**config.mk**
```make
export PLATFORM = sky130hd
export DESIGN_NAME = ppp_canvas
export DESIGN_NICKNAME = d
export VERILOG_FILES = /design/src/hw/rtl/ppp_pkg.sv /design/src/hw/rtl/ppp_canvas.sv
export SDC_FILE = /design/constraint.sdc
export NUM_CORES = 2
export LEC_CHECK = 0
export ABC_CLOCK_PERIOD_IN_PS = 27000
export BUFFER_PORTS_ARGS = -buffer_cell sky130_fd_sc_hd__buf_2
export CAP_MARGIN = 10
export CORE_ASPECT_RATIO = 0.9
export CORE_MARGIN = 5
export CORE_UTILIZATION = 60
export DETAILED_ROUTE_END_ITERATION = 7
export PLACE_DENSITY_LB_ADDON = 0.05
export SLEW_MARGIN = 20
export SYNTH_ARGS = -nofsm -noshare
export SYNTH_HDL_FRONTEND = slang
export SYNTH_SLANG_ARGS = --single-unit
```
**constraint.sdc**
```tcl
create_clock -name clk -period 27 [get_ports clk]
set_input_delay 5.4 -clock clk [delete_from_list [all_inputs] [get_ports clk]]
set_output_delay 5.4 -clock clk [all_outputs]
set_load 0.03 [all_outputs]
```
**src/hw/rtl/ppp_pkg.sv**
```systemverilog
// ----------------------------------------------------------------------------
// ppp_pkg
// Shared widths, codes, side-band types and helpers of the point projector.
// ----------------------------------------------------------------------------
package ppp_pkg;

  localparam int CW   = 32;
  localparam int FB   = 16;
  localparam int RW   = 16;
  localparam int AW   = 12;
  localparam int STEP = 4;

  localparam int DIVB_NW = CW + FB;
  localparam int DIVC_NW = 2 * CW;
  localparam int TW      = CW + 3;
  localparam int TMW     = CW + 2;
  localparam int DIVD_NW = TMW + AW;
  localparam int DIVD_DW = CW + 1;
  localparam int DIVD_QW = RW + 4;

  localparam logic [CW-1:0] Q_ONE = CW'(64'd1 << FB);

  localparam logic FUNC_COEF  = 1'b0;
  localparam logic FUNC_POINT = 1'b1;

  localparam logic [1:0] ST_OK         = 2'd0;
  localparam logic [1:0] ST_W_ZERO     = 2'd1;
  localparam logic [1:0] ST_DEPTH_ZERO = 2'd2;
  localparam logic [1:0] ST_SAT        = 2'd3;

  localparam int CFG_IW = 3;
  localparam logic [CFG_IW-1:0] CFG_DIST   = 3'd0;
  localparam logic [CFG_IW-1:0] CFG_CANV_W = 3'd1;
  localparam logic [CFG_IW-1:0] CFG_CANV_H = 3'd2;
  localparam logic [CFG_IW-1:0] CFG_AREA_W = 3'd3;
  localparam logic [CFG_IW-1:0] CFG_AREA_H = 3'd4;
  localparam logic [CFG_IW-1:0] CFG_WIN_W  = 3'd5;
  localparam logic [CFG_IW-1:0] CFG_WIN_H  = 3'd6;

  localparam logic [CW-1:0] RST_DIST   = 32'd3164011;
  localparam logic [CW-1:0] RST_CANV_W = 32'd5242880;
  localparam logic [CW-1:0] RST_CANV_H = 32'd2621440;
  localparam logic [AW-1:0] RST_AREA_W = 12'd640;
  localparam logic [AW-1:0] RST_AREA_H = 12'd480;
  localparam logic [AW-1:0] RST_WIN_W  = 12'd800;
  localparam logic [AW-1:0] RST_WIN_H  = 12'd600;

  typedef struct packed {
    logic wz;
    logic dz;
    logic ovf;
  } flags_t;

  typedef struct packed {
    flags_t     fl;
    logic [2:0] neg;
  } tri_side_t;

  typedef struct packed {
    flags_t     fl;
    logic [1:0] neg;
  } pair_side_t;

  function automatic logic [CW-1:0] mag(input logic [CW-1:0] v);
    return v[CW-1] ? (~v + 1'b1) : v;
  endfunction

  // saturating sign-magnitude quotient, msb flags the clamp
  function automatic logic [CW:0] qsat(input logic neg, input logic big,
                                       input logic [CW-1:0] q);
    logic [CW-1:0] lim;
    logic          hit;
    lim = neg ? {1'b1, {(CW-1){1'b0}}} : {1'b0, {(CW-1){1'b1}}};
    hit = big || (q > lim);
    return {hit, hit ? lim : q};
  endfunction

endpackage

```
**src/hw/rtl/ppp_canvas.sv**
```systemverilog
// ----------------------------------------------------------------------------
// ppp_canvas
// Clamps the canvas coordinates and forms the numerators and divisors of
// the combined NDC and drawing area scaling.
// ----------------------------------------------------------------------------
module ppp_canvas (
  input  logic                                  clk,
  input  logic                                  rst_n,
  input  logic                                  in_valid,
  output logic                                  in_ready,
  input  logic [1:0][ppp_pkg::CW-1:0]           in_quo,
  input  logic [1:0]                            in_big,
  input  ppp_pkg::pair_side_t                   in_side,
  input  logic [ppp_pkg::CW-1:0]                canv_wid,
  input  logic [ppp_pkg::CW-1:0]                canv_hgt,
  input  logic [ppp_pkg::AW-1:0]                area_width,
  input  logic [ppp_pkg::AW-1:0]                area_height,
  output logic                                  out_valid,
  input  logic                                  out_ready,
  output logic [1:0][ppp_pkg::DIVD_NW-1:0]      out_num,
  output logic [1:0][ppp_pkg::DIVD_DW-1:0]      out_den,
  output ppp_pkg::pair_side_t                   out_side
);
  import ppp_pkg::*;

  logic                     v_r, adv;
  logic [1:0][CW-1:0]       cws;
  logic [1:0][AW-1:0]       arw;
  logic [1:0]               hit;
  logic [1:0][DIVD_NW-1:0]  num_nxt, num_r;
  logic [1:0][DIVD_DW-1:0]  den_nxt, den_r;
  pair_side_t               side_nxt, side_r;

  assign adv      = !v_r || out_ready;
  assign in_ready = adv;
  assign cws      = {canv_hgt, canv_wid};
  assign arw      = {area_height, area_width};

  always_comb begin
    logic [CW-1:0] m, cwv;
    logic [TW-1:0] sv, t, tm;
    for (int l = 0; l < 2; l++) begin
      {hit[l], m} = qsat(in_side.neg[l], in_big[l], in_quo[l]);
      sv  = in_side.neg[l] ? -TW'(m) : TW'(m);
      cwv = (cws[l] == '0) ? CW'(1) : cws[l];
      t   = (sv << 1) + TW'(cwv);
      tm  = t[TW-1] ? -t : t;
      num_nxt[l]      = DIVD_NW'(tm[TMW-1:0]) * DIVD_NW'(arw[l]);
      den_nxt[l]      = {cwv, 1'b0};
      side_nxt.neg[l] = t[TW-1];
    end
    side_nxt.fl.wz  = in_side.fl.wz;
    side_nxt.fl.dz  = in_side.fl.dz;
    side_nxt.fl.ovf = in_side.fl.ovf || (|hit);
  end

  always_ff @(posedge clk) begin
    if (!rst_n) begin
      v_r <= 1'b0;
    end else if (adv) begin
      v_r <= in_valid;
    end
  end

  always_ff @(posedge clk) begin
    if (adv) begin
      num_r  <= num_nxt;
      den_r  <= den_nxt;
      side_r <= side_nxt;
    end
  end

  assign out_valid = v_r;
  assign out_num   = num_r;
  assign out_den   = den_r;
  assign out_side  = side_r;

endmodule

```
**Yosys cells after proc, flatten, opt, wreduce, memory -nomap -nowiden**

Cells that the tools add are included.

- Word-level logic and storage cells: 37
- Flip-flop bits (word level): 162

- Reductions and logical operators: 8
- Multiplexer cells: 10
- Multiply operators: 2
- Order comparisons: 2
- Add/sub/neg operators: 6

Operator list:

| cell | number |
|---|---|
| $mux 32 | 6 |
| $mux 34 | 4 |
| $mul 34x12->46 | 2 |
| $add 35x32->35 | 2 |
| $neg 32->34 | 2 |
| $neg 34->34 | 2 |
| $gt 32x32->1 | 2 |
| $logic_not 32->1 | 2 |
| $logic_or 1x1->1 | 4 |
| $reduce_or 2->1 | 1 |
| $logic_not 1->1 | 1 |

**Logic depth before layout (Yosys ltp)**

- Word-level depth: 10
- Depth in mapped cells: 61

**Worst setup path after synthesis**

Ideal clock, no wire load.

- Path kind: in2reg
- Start point: input in_side[1] (netlist bit)
- End point: register num_r, in the netlist out_num[88], data pin
- Arrival time: 17.253 ns
- Stages on the path: 55
- Data required time: 26.741 ns
- Setup time: 0.259 ns
- Path slack: 9.488 ns
- Cell sequence: clkbuf_1 -> clkinv_1 -> clkbuf_1 -> ha_1 -> and3_1 -> and3_1 -> nand3b_1 -> nand3_1 -> o21ai_1 -> clkbuf_1 -> buf_1 -> o21ai_0 -> inv_1 -> ha_1 -> nand4b_1 -> or3_1 -> a211oi_1 -> a21oi_1 -> [19 not listed] -> fa_1 -> fa_1 -> inv_1 -> fa_1 -> inv_1 -> ha_1 -> a21o_1 -> a21o_1 -> a211oi_1 -> o31ai_1 -> o2bb2ai_1 -> a311oi_1 -> o21ai_0 -> a211oi_1 -> nor2_1 -> a211o_1 -> a21oi_1 -> xnor2_1

RTL lines:

| element | RTL line | RTL |
|---|---|---|
| from (decl) | ppp_canvas.sv:13 | `input ppp_pkg::pair_side_t in_side,` |
| to (signal assigned) | ppp_canvas.sv:67 | `num_r <= num_nxt;` |
| to (decl) | ppp_canvas.sv:30 | `logic [1:0][DIVD_NW-1:0] num_nxt, num_r;` |

==> key figures <==
Routing
  • Drt total wl: 104,000 µm
  • Number of iterations in the first detailed-routing pass: 6
  • Routed WL per cell: 18.8 µm
  • Vias per cell: 5.80
  • Drt drc: 0
  • DR vias: 32,000
  • Routed Antenna Nets: 0
  • Initial DRC count: 3,107

Timing
  • Fin. max-slew vios: 0
  • Hold Fails Final Rpt: 0
  • TNS Setup: 0 ns
  • Final period utilization: 75.2%
  • Fmax: 49.3 MHz
  • RSZ-0062 raised after global routing: false
  • # setup viols final: 0
  • Final min period: 20.30 ns
  • Final Worst Setup Slack: 6.70 ns
  • Measured slew at the worst slew-check pin: 1.16 ns
  • Layout Skew: 0.0220 ns
  • Slew margin rel.: 22.3%

Placed design
  • Cells after DPL: 5,485
  • Worst slack at placement: 6.26 ns
  • HPWL after DPL: 82,500 µm
  • Port Buffers: 325
  • GPL Wtd Cong: 0.948

Critical path
  • Critical Path RT: 27.28 ns
  • Crit-path most repeated cell: fa_1
  • Crit. End Element: flip-flop
  • Worst-path maximum fanout: 75
  • Crit path DAT: 20.57 ns
  • Worst Setup Start Kind: input pin
  • CP max-delay cell: xor2_1
  • Crit Path Class: in -> reg
  • CP peak stage delay: 0.86 ns

Hold path
  • Hold Crit Class: reg -> reg

Global routing
  • Total grt overflow: 0
  • Initial antenna violation count: 1
  • Pin count of the biggest net entering global routing: 76
  • Vias in the first global route: 31,400
  • GRT Util Overall: 29.8%
  • Global-route wire length before repair: 169,000 µm

Clock tree
  • Postcts setup bufs: 0
  • CTS buffer count: 17
  • CTS tree: yes
  • Root buffer cell: clkbuf_16
  • CTS clk-pin slew, worst paths: 0.07 ns
  • Post_cts resized: 0
  • Deepest clock path buffer count: 2
  • Hold buffer count at CTS: 0
  • Sinks on Clock Net: 162
  • CTS H-tree depth: 4
  • Clk_lat worst skew: 0.51 ns

Layout
  • Post-Layout Cell Count: 5,518
  • Nets: 5,752
  • Commonest cells after routing, fill and taps aside: inv_1, nand2_1, fa_1
  • Area Growth Syn to Fin: 6.70%
  • Layout cell share with drive strength beyond 1: 10.2%
  • Commonest non-fill, non-tap cell in the layout: inv_1

Run status
  • Status: finished, final reports clean

Floorplanning
  • Row Count: 88
  • Starting density of the core: 60.6%
  • Die Wd: 278 µm
  • Ports: 328
  • Die Area: 69,900 µm²
  • Std-Cell Core Area: 64,100 µm²
  • Height of the die: 251 µm

Synth
  • Ys Warns: 0
  • Syn Area/Cell: 8.58 µm²
  • Post-Synthesis Cells: 4,527
  • Post-synth ARST share: 0%
  • Post-synthesis register bit count: 162
  • EDFF count, synth: 161
  • Unique masters post-synth: 94
  • Mapped Area: 38,900 µm²
  • Seq/Total Area, Yosys: 12.5%
  • Dominant synthesized flop cell: edfxtp_1

Run
  • Max cap viols: 0
-- metal layers --
layer	wire (µm)	GRT usage (%)
met4	1430	5.69
met3	10200	7.57
met2	43600	43.1
met5	0	0
met1	48600	46.0
-- sequential cells by signal, summed over array words and instances (netlist names) --
signal     flops
out_valid      1
out_num       92
out_side       5
out_den       64
-- final timing paths --
kind                           end  slack, ns              startpoint  depth (start not counted)
min          out_den[58]$_DFFE_PP_       1.13  out_valid$_SDFFE_PN0P_                          1
max          out_num[88]$_DFFE_PP_       6.70              in_side[1]                         51
max reg2reg  out_num[46]$_DFFE_PP_      24.83  out_valid$_SDFFE_PN0P_                          2
min reg2reg  out_den[58]$_DFFE_PP_       1.13  out_valid$_SDFFE_PN0P_                          1
-- Yosys cell counts, drive strengths merged, types with 6 or more instances --
cell    count  area, µm²
or3b        9       78.8
nand3b      8       60.1
buf        76        437
nor4       31        194
a21boi     10       75.1
a311oi     10       87.6
a31o       11        105
o21a       39        293
o21ai     172        861
o311ai     13        121
and2      249       1560
o211ai     16        120
o21bai     22        165
nand4      31        194
nand2b     24        150
ha        298       3730
inv       721       2710
a211oi     26        195
nand2     713       2680
mux2i       6       60.1
and3       33        206
nor2      204        773
clkbuf    201        754
a21oi     211       1070
a21o       72        541
xor2       57        499
or2         9       56.3
nor2b      29        181
and4        8       70.1
edfxtp    161       4830
fa        642      12900
nand3      48        240
nor3       57        290
or3        22        138
a31oi      37        231
a211o       9       78.8
nor3b      10       80.1
xnor2     127       1120
or4        12       93.8
o31ai      13        116
o22ai      12       75.1
-- cell families (layout without fill, tap and decap cells) --
| family | after synthesis | count (layout) | synth area share (%) |
|---|---|---|---|
| AO/OA/AOI/OAI | 723 | 723 | 11.9 |
| XOR/XNOR | 184 | 184 | 4.17 |
| adder cells (fa/ha/maj) | 940 | 940 | 42.7 |
| buffers and inverters | 999 | 1133 | 10.0 |
| flip-flops | 162 | 162 | 12.5 |
| multiplexers | 7 | 7 | 0.193 |
| other | 1 | 3 | 0.00965 |
| AND/OR/NAND/NOR | 1511 | 1511 | 18.5 |
-- stage by stage --
stage	util (%)	hold slack, ns	instance area, µm²
after floorplan	-	4.30	38900
after global placement	63.7	1.14	40800
after detailed placement	63.7	1.15	40800
after CTS	64.6	1.16	41400
after global routing	64.7	1.21	41500
final	64.7	1.13	41500
-- worst max-delay path, delay by kind of cell --
family,cells,cell delay [ns]
compound gates,23,6.06
xor+xnor,2,0.93
fa+ha+maj,9,4.27
buf+inv,8,2.17
simple gates,9,1.63
-- final cells by class --
class,count,area [µm²]
Antenna cell,1,2.50
Sequential cell,162,4850
Tap cell,855,1070
Fill cell,5619,22600
Inverter,722,2710
Multi-Input combinational cell,3367,30200
Clock inverter,13,135
Timing Repair Buffer,379,2030
Clock buffer,19,433
Power is not shown: default switching activity piles up to over one toggle a cycle in this logic, so the estimate is an artifact.
