==> src/hw/rtl/ppp_pkg.sv <==
// ----------------------------------------------------------------------------
// ppp_pkg
// Shared widths, codes, side-band types and helpers of the point projector.
// ----------------------------------------------------------------------------
package ppp_pkg;

  localparam int CW   = 32;
  localparam int FB   = 16;
  localparam int RW   = 16;
  localparam int AW   = 12;
  localparam int STEP = 4;

  localparam int DIVB_NW = CW + FB;
  localparam int DIVC_NW = 2 * CW;
  localparam int TW      = CW + 3;
  localparam int TMW     = CW + 2;
  localparam int DIVD_NW = TMW + AW;
  localparam int DIVD_DW = CW + 1;
  localparam int DIVD_QW = RW + 4;

  localparam logic [CW-1:0] Q_ONE = CW'(64'd1 << FB);

  localparam logic FUNC_COEF  = 1'b0;
  localparam logic FUNC_POINT = 1'b1;

  localparam logic [1:0] ST_OK         = 2'd0;
  localparam logic [1:0] ST_W_ZERO     = 2'd1;
  localparam logic [1:0] ST_DEPTH_ZERO = 2'd2;
  localparam logic [1:0] ST_SAT        = 2'd3;

  localparam int CFG_IW = 3;
  localparam logic [CFG_IW-1:0] CFG_DIST   = 3'd0;
  localparam logic [CFG_IW-1:0] CFG_CANV_W = 3'd1;
  localparam logic [CFG_IW-1:0] CFG_CANV_H = 3'd2;
  localparam logic [CFG_IW-1:0] CFG_AREA_W = 3'd3;
  localparam logic [CFG_IW-1:0] CFG_AREA_H = 3'd4;
  localparam logic [CFG_IW-1:0] CFG_WIN_W  = 3'd5;
  localparam logic [CFG_IW-1:0] CFG_WIN_H  = 3'd6;

  localparam logic [CW-1:0] RST_DIST   = 32'd3164011;
  localparam logic [CW-1:0] RST_CANV_W = 32'd5242880;
  localparam logic [CW-1:0] RST_CANV_H = 32'd2621440;
  localparam logic [AW-1:0] RST_AREA_W = 12'd640;
  localparam logic [AW-1:0] RST_AREA_H = 12'd480;
  localparam logic [AW-1:0] RST_WIN_W  = 12'd800;
  localparam logic [AW-1:0] RST_WIN_H  = 12'd600;

  typedef struct packed {
    logic wz;
    logic dz;
    logic ovf;
  } flags_t;

  typedef struct packed {
    flags_t     fl;
    logic [2:0] neg;
  } tri_side_t;

  typedef struct packed {
    flags_t     fl;
    logic [1:0] neg;
  } pair_side_t;

  function automatic logic [CW-1:0] mag(input logic [CW-1:0] v);
    return v[CW-1] ? (~v + 1'b1) : v;
  endfunction

  // saturating sign-magnitude quotient, msb flags the clamp
  function automatic logic [CW:0] qsat(input logic neg, input logic big,
                                       input logic [CW-1:0] q);
    logic [CW-1:0] lim;
    logic          hit;
    lim = neg ? {1'b1, {(CW-1){1'b0}}} : {1'b0, {(CW-1){1'b1}}};
    hit = big || (q > lim);
    return {hit, hit ? lim : q};
  endfunction

endpackage

==> src/hw/rtl/ppp_div.sv <==
// ----------------------------------------------------------------------------
// ppp_div
// Pipelined restoring divider, several lanes, a few quotient bits a stage,
// with a flag for quotients that do not fit and a side-band word.
// ----------------------------------------------------------------------------
module ppp_div #(
  parameter int LANES = 1,
  parameter int NW    = 48,
  parameter int DW    = 32,
  parameter int QW    = 32,
  parameter int SW    = 1
) (
  input  logic                        clk,
  input  logic                        rst_n,
  input  logic                        in_valid,
  output logic                        in_ready,
  input  logic [LANES-1:0][NW-1:0]    in_num,
  input  logic [LANES-1:0][DW-1:0]    in_den,
  input  logic [SW-1:0]               in_side,
  output logic                        out_valid,
  input  logic                        out_ready,
  output logic [LANES-1:0][QW-1:0]    out_quo,
  output logic [LANES-1:0][DW-1:0]    out_rem,
  output logic [LANES-1:0][DW-1:0]    out_den,
  output logic [LANES-1:0]            out_big,
  output logic [SW-1:0]               out_side
);
  import ppp_pkg::*;

  localparam int NST = QW / STEP;

  logic [NST-1:0]                 v_r, adv;
  logic [LANES-1:0][DW-1:0]       rem_r  [NST];
  logic [LANES-1:0][QW-1:0]       qn_r   [NST];
  logic [LANES-1:0][DW-1:0]       den_r  [NST];
  logic [LANES-1:0]               big_r  [NST];
  logic [SW-1:0]                  side_r [NST];

  always_comb begin
    adv[NST-1] = !v_r[NST-1] || out_ready;
    for (int k = NST - 2; k >= 0; k--) adv[k] = !v_r[k] || adv[k+1];
  end

  assign in_ready = adv[0];

  for (genvar k = 0; k < NST; k++) begin : g_st
    logic [LANES-1:0][DW-1:0] src_rem, src_den, rem_nxt;
    logic [LANES-1:0][QW-1:0] src_qn, qn_nxt;
    logic [LANES-1:0]         src_big;
    logic [SW-1:0]            src_side;
    logic                     src_v;

    if (k == 0) begin : g_first
      always_comb begin
        for (int l = 0; l < LANES; l++) begin
          src_rem[l] = DW'(in_num[l][NW-1:QW]);
          src_qn[l]  = in_num[l][QW-1:0];
          src_den[l] = in_den[l];
          src_big[l] = DW'(in_num[l][NW-1:QW]) >= in_den[l];
        end
      end
      assign src_side = in_side;
      assign src_v    = in_valid;
    end else begin : g_next
      assign src_rem  = rem_r[k-1];
      assign src_qn   = qn_r[k-1];
      assign src_den  = den_r[k-1];
      assign src_big  = big_r[k-1];
      assign src_side = side_r[k-1];
      assign src_v    = v_r[k-1];
    end

    always_comb begin
      logic [DW:0]   t;
      logic [DW-1:0] r;
      logic [QW-1:0] q;
      for (int l = 0; l < LANES; l++) begin
        r = src_rem[l];
        q = src_qn[l];
        for (int s = 0; s < STEP; s++) begin
          t = {r, q[QW-1]};
          q = {q[QW-2:0], 1'b0};
          if (t >= {1'b0, src_den[l]}) begin
            t    = t - {1'b0, src_den[l]};
            q[0] = 1'b1;
          end
          r = t[DW-1:0];
        end
        rem_nxt[l] = r;
        qn_nxt[l]  = q;
      end
    end

    always_ff @(posedge clk) begin
      if (!rst_n) begin
        v_r[k] <= 1'b0;
      end else if (adv[k]) begin
        v_r[k] <= src_v;
      end
    end

    always_ff @(posedge clk) begin
      if (adv[k]) begin
        rem_r[k]  <= rem_nxt;
        qn_r[k]   <= qn_nxt;
        den_r[k]  <= src_den;
        big_r[k]  <= src_big;
        side_r[k] <= src_side;
      end
    end
  end

  assign out_valid = v_r[NST-1];
  assign out_quo   = qn_r[NST-1];
  assign out_rem   = rem_r[NST-1];
  assign out_den   = den_r[NST-1];
  assign out_big   = big_r[NST-1];
  assign out_side  = side_r[NST-1];

endmodule

==> config.mk <==
export PLATFORM = sky130hd
export DESIGN_NAME = ppp_div
export DESIGN_NICKNAME = d
export VERILOG_FILES = /design/src/hw/rtl/ppp_pkg.sv /design/src/hw/rtl/ppp_div.sv
export SDC_FILE = /design/constraint.sdc
export NUM_CORES = 2
export LEC_CHECK = 0
export BUFFER_PORTS_ARGS = -buffer_cell sky130_fd_sc_hd__buf_2
export CAP_MARGIN = 10
export CORE_UTILIZATION = 40
export DETAILED_ROUTE_END_ITERATION = 10
export HOLD_SLACK_MARGIN = 0.05
export PLACE_DENSITY = 0.62
export SYNTH_ARGS = -nofsm -noshare
export SYNTH_HDL_FRONTEND = slang
export SYNTH_SLANG_ARGS = --single-unit
==> constraint.sdc <==
create_clock -name clk -period 38.1 [get_ports clk]
set_clock_uncertainty 0.05 [all_clocks]
set_input_delay 5.715 -clock clk [delete_from_list [all_inputs] [get_ports clk]]
set_output_delay 5.715 -clock clk [all_outputs]
set_load 0.05 [all_outputs]
## Word-level counts from Yosys, hierarchy flattened

Memories as Yosys holds them, arrays and structs flattened.
Cells that the tools add are included.

- Memory bits (writable): 784
- Flip-flop bits (word level): 8
- Input bits: 85
- Output and inout bits: 100
- Memories kept: 5

Memory list:

| name | depth | width | rd ports | clocked after Yosys merged registers in | write ports | line | RTL |
|---|---|---|---|---|---|---|---|
| den_r | 8 | 32 | 8 | 0 | 8 | ppp_div.sv:35 | `logic [LANES-1:0][DW-1:0] den_r [NST];` |
| qn_r | 8 | 32 | 8 | 0 | 8 | ppp_div.sv:34 | `logic [LANES-1:0][QW-1:0] qn_r [NST];` |
| rem_r | 8 | 32 | 8 | 0 | 8 | ppp_div.sv:33 | `logic [LANES-1:0][DW-1:0] rem_r [NST];` |
| big_r | 8 | 1 | 8 | 0 | 8 | ppp_div.sv:36 | `logic [LANES-1:0] big_r [NST];` |
| side_r | 8 | 1 | 8 | 0 | 8 | ppp_div.sv:37 | `logic [SW-1:0] side_r [NST];` |

- Add/subtract/negate cells: 32
- Reductions and logical operators: 16
- Order comparisons: 33
- Multiplexer cells: 80

Operators with widths:

| cell | number |
|---|---|
| 2-to-1 mux 32 bit | 32 |
| >= comparator 33 x 32 -> 1 bit | 31 |
| subtractor 32 bit | 31 |
| 2-to-1 mux 1 bit | 48 |
| >= comparator 16 x 32 -> 1 bit | 1 |
| >= comparator 17 x 32 -> 1 bit | 1 |
| subtractor 17 x 32 -> 32 bit | 1 |
| zero test 1 bit | 8 |
| logical OR 1 bit | 8 |

## Logic depth before layout (Yosys ltp)

- Depth in word-level cells: 11
- Depth in mapped cells: 59
- Gate-level depth less buffers: 53

## Worst setup path after synthesis

No wires, ideal clock.

- Kind: input to register
- From: input port in_num[31] in the netlist's numbering
- To: memory rem_r[0][23] in the netlist's numbering (data pin)
- Data required time: 37790 ps
- Setup time: 260 ps
- Stages on the path: 55
- Data arrival time: 16742 ps
- Path slack: 21048 ps
- Path buffers: 6
- Cells stage by stage: inv_1 ha_1 inv_1 fa_1 a21o_1 a211oi_1 o21ai_0 a21oi_1 o21ai_0 nand3_1 clkbuf_1 clkbuf_1 nor2_1 a21oi_1 inv_1 ha_1 nor2b_1 o21a_1 (+19 left out) o211a_1 clkbuf_1 buf_1 mux2_2 ha_1 and3_1 and3_1 nand4_1 a311o_1 a31o_2 o21ai_0 a21oi_1 o21ai_0 a31oi_1 nor2b_1 o21bai_1 clkbuf_1 mux2_2

RTL lines:

| what | line | RTL |
|---|---|---|
| from (decl) | ppp_div.sv:17 | `input logic [LANES-1:0][NW-1:0] in_num,` |
| to (decl) | ppp_div.sv:33 |  |

==> impl_metrics.toml <==
[sta]
hold_viol = 0
setup_viol = 0
tns_ns = 0
relSlewSlack = 0.209
min_period_ns = 18.96
worst_pin_slew_ns = 1.18
rsz0062_at_grt = "no"
timing.final.crit_share = 0.498
worst_slack_ns = 19.14
slew_violations = 0
fmax_mhz = 52.7

[worst_setup_path]
required_ns = 38.52
crit_start = "in_den[1]"
r2r_start = "den_r[1][48]"
crit_path_start_kind = "input pin"
reg2regPathDepth = 50
critPathKind = "in2reg"
cp_slowest_stage_delay_ns = 0.61
crit_arrival_ns = 19.38
worstSetupEndpoint = "rem_r[0][3]"
r2r_setup_slack_ns = 21.74
r2r-end = "rem_r[1][71]"
endpoint_kind = "flip-flop"
crit_top_cell = "o21ai_0"
cp_max_fo = 32
crit_slowest_cell = "o211a_1"

[clocking]
cts_resized = 0
numCtsBuffers = 93
clockBufferDepth = 3
clk_pin_slew_worst_paths_ns = 0.07
cts_hold_buf = 0
cts-root-buf = "clkbuf_16"
cts.htree.levels = 3
postCtsSetupBuffers = 0
numClockSinks = 792
cts_tree = "yes"
insertion_delay_ns = 0.76

[drt]
drt_wl_total_um = 293000
first_pass_iters = 8
drc = 0
detailedRoute.firstIterationViolations = 6859
via_per_inst = 5.96
drtAntennaViolNets = 0
vias = 76000
wl_per_cell_um = 23.0

[final_layout]
drive_above_1_share = 0.0943
nets = 11000
fill_cells = 20900
fin_area_um2 = 93400
synthToLayoutAreaGrowth_pct = 8.02

[synthesis]
async_flop_share = 0
synthFlopType = "edfxtp_1"
synth.distinct_cells = 111
syn_area_um2 = 86400
synth_fp_nets = 10900
netlist_instances = 9737
seq_area_frac_synth = 0.274
ys_seq_elements = 792
avgSynthCellArea_um2 = 8.88
synth-edff-count = 784
ys.warnings.count = 0

[die]
dieHeight_um = 467
fp-row-count = 170
die_area_um2 = 218000
dieWidth_um = 467
ios = 185
start_util = 0.403
core_um2 = 215000

[placement]
dpl_worst_slack_ns = 18.65
dp_hpwl_um = 240000
gp_congestion = 0.969
port-buffer-count = 184
placedInstanceArea_um2 = 90300

[global_route]
grt.total_usage = 0.259
overflow = 0
grt_max_degree = 75
grt_pass1_wl_um = 436000
grt_pass1_vias = 71900
antenna_found_initial = 12

[outcome]
status = "finished clean"

[job]
maxCapViolations = 0

[hold_path]
hp-class = "reg2reg"
-- cells by family (layout without fill, tap and decap cells) --
family	Yosys count	in the layout	share of synthesized area
compound gates	3148	3148	0.236
simple gates	2515	2515	0.142
other cells	0	2	0
fa+ha+maj	1057	1057	0.156
mux	523	523	0.0680
xor+xnor	824	824	0.0835
buf+inv	878	1048	0.0411
flops	792	792	0.274
-- metal layers --
metal,global-route usage,wire length [um],share of wire
met1,0.334,127000,0.43
met4,0.105,12500,0.043
met3,0.0265,14800,0.051
met2,0.441,139000,0.47
met5,0,14,0.000048
-- synth_stat cells, types with 21 or more instances --
master | instances | area share
ha_1 | 1025 | 0.15
a21oi_1 | 898 | 0.052
edfxtp_1 | 784 | 0.27
nand2_1 | 705 | 0.031
o21ai_0 | 687 | 0.040
inv_1 | 630 | 0.027
nor2_1 | 600 | 0.026
xnor2_1 | 537 | 0.054
a21o_1 | 429 | 0.037
mux2_2 | 368 | 0.048
xor2_1 | 287 | 0.029
nand3_1 | 193 | 0.011
nor3_1 | 176 | 0.010
o21a_1 | 165 | 0.014
nand4_1 | 146 | 0.011
nand2b_1 | 133 | 0.0096
o21bai_1 | 121 | 0.011
nor2b_1 | 118 | 0.0085
clkbuf_1 | 114 | 0.0050
and3_1 | 111 | 0.0080
mux2i_1 | 105 | 0.012
a31oi_1 | 100 | 0.0072
a211oi_1 | 98 | 0.0085
a221o_1 | 83 | 0.0096
and2_1 | 76 | 0.0055
o31ai_1 | 68 | 0.0059
o211ai_1 | 60 | 0.0052
or2_2 | 53 | 0.0038
buf_2 | 51 | 0.0030
nor4_1 | 42 | 0.0030
or3_1 | 42 | 0.0030
a21boi_0 | 41 | 0.0036
buf_4 | 34 | 0.0030
and4_1 | 32 | 0.0032
fa_1 | 32 | 0.0074
a22oi_1 | 30 | 0.0026
mux2_4 | 30 | 0.0052
o31a_1 | 30 | 0.0030
a221oi_1 | 27 | 0.0027
o221ai_1 | 25 | 0.0025
buf_1 | 24 | 0.0010
a31o_2 | 23 | 0.0023
o2111ai_1 | 22 | 0.0022
a2111oi_0 | 21 | 0.0021
-- stage by stage --
step            util  instances  hold WS, ns
6_report       0.435      12700        0.335
4_1_cts        0.435      12700        0.333
5_1_grt        0.435      12700        0.342
3_3_place_gp   0.421      12600        0.351
2_1_floorplan      -       9737        0.350
3_5_place_dp   0.421      12600        0.355
-- critical path, delay by kind of cell --
family                   cells  cell delay, ns
adder cells (fa/ha/maj)      4            1.58
AO/OA/AOI/OAI               24            6.19
multiplexers                 3            1.20
AND/OR/NAND/NOR             11            2.46
buffers and inverters        8            2.17
-- layout by cell type (no fill, tap or decap), types with 53 or more instances in the layout --
cell type / instances
o31ai_1: 68
or2_2: 53
inv_1: 625
a211oi_1: 98
ha_1: 1025
nand3_1: 193
and3_1: 111
nand2_1: 702
o21ai_0: 687
and2_1: 76
buf_2: 184
o21a_1: 165
xor2_1: 287
a21o_1: 429
a21oi_1: 898
nor3_1: 176
nand2b_1: 133
edfxtp_1: 784
nor2b_1: 118
nor2_1: 600
nand4_1: 146
mux2i_1: 105
a31oi_1: 98
o21bai_1: 120
clkbuf_16: 94
mux2_2: 368
o211ai_1: 60
xnor2_1: 537
a221o_1: 83
-- worst min path at each step --
stage                   end  slack, ns         start  depth (start not counted)
2_1_floorplan   big_r[0][1]       0.35   big_r[0][0]                          0
3_3_place_gp    qn_r[1][11]       0.35  qn_r[0][103]                          0
3_5_place_dp   qn_r[0][116]       0.35   qn_r[0][80]                          0
4_1_cts        qn_r[0][121]       0.33   qn_r[0][85]                          0
5_1_grt        qn_r[0][123]       0.34   qn_r[0][87]                          0
6_report       qn_r[0][123]       0.34   qn_r[0][87]                          0
-- sequential cells by signal, indices dropped and copies added (netlist names) --
signal,count
rem_r,256
qn_r,256
out_valid,1
g_st.src_v,7
den_r,256
big_r,8
side_r,8
-- cell type report --
class                   instances  area [um^2]  area share
diodes                          2         5.00   0.0000536
clock buffers                 105         2390      0.0256
clock inverters                66          719     0.00771
inverters                     646         2440      0.0261
multi-input cells            8067        59300       0.635
flip-flops and latches        792        23700       0.254
well taps                    2838         3550      0.0380
repair buffers                231         1270      0.0136
Power is left out: the tool's default activity adds up to more than one toggle a clock period on the data nets, which glitch-free logic cannot reach.
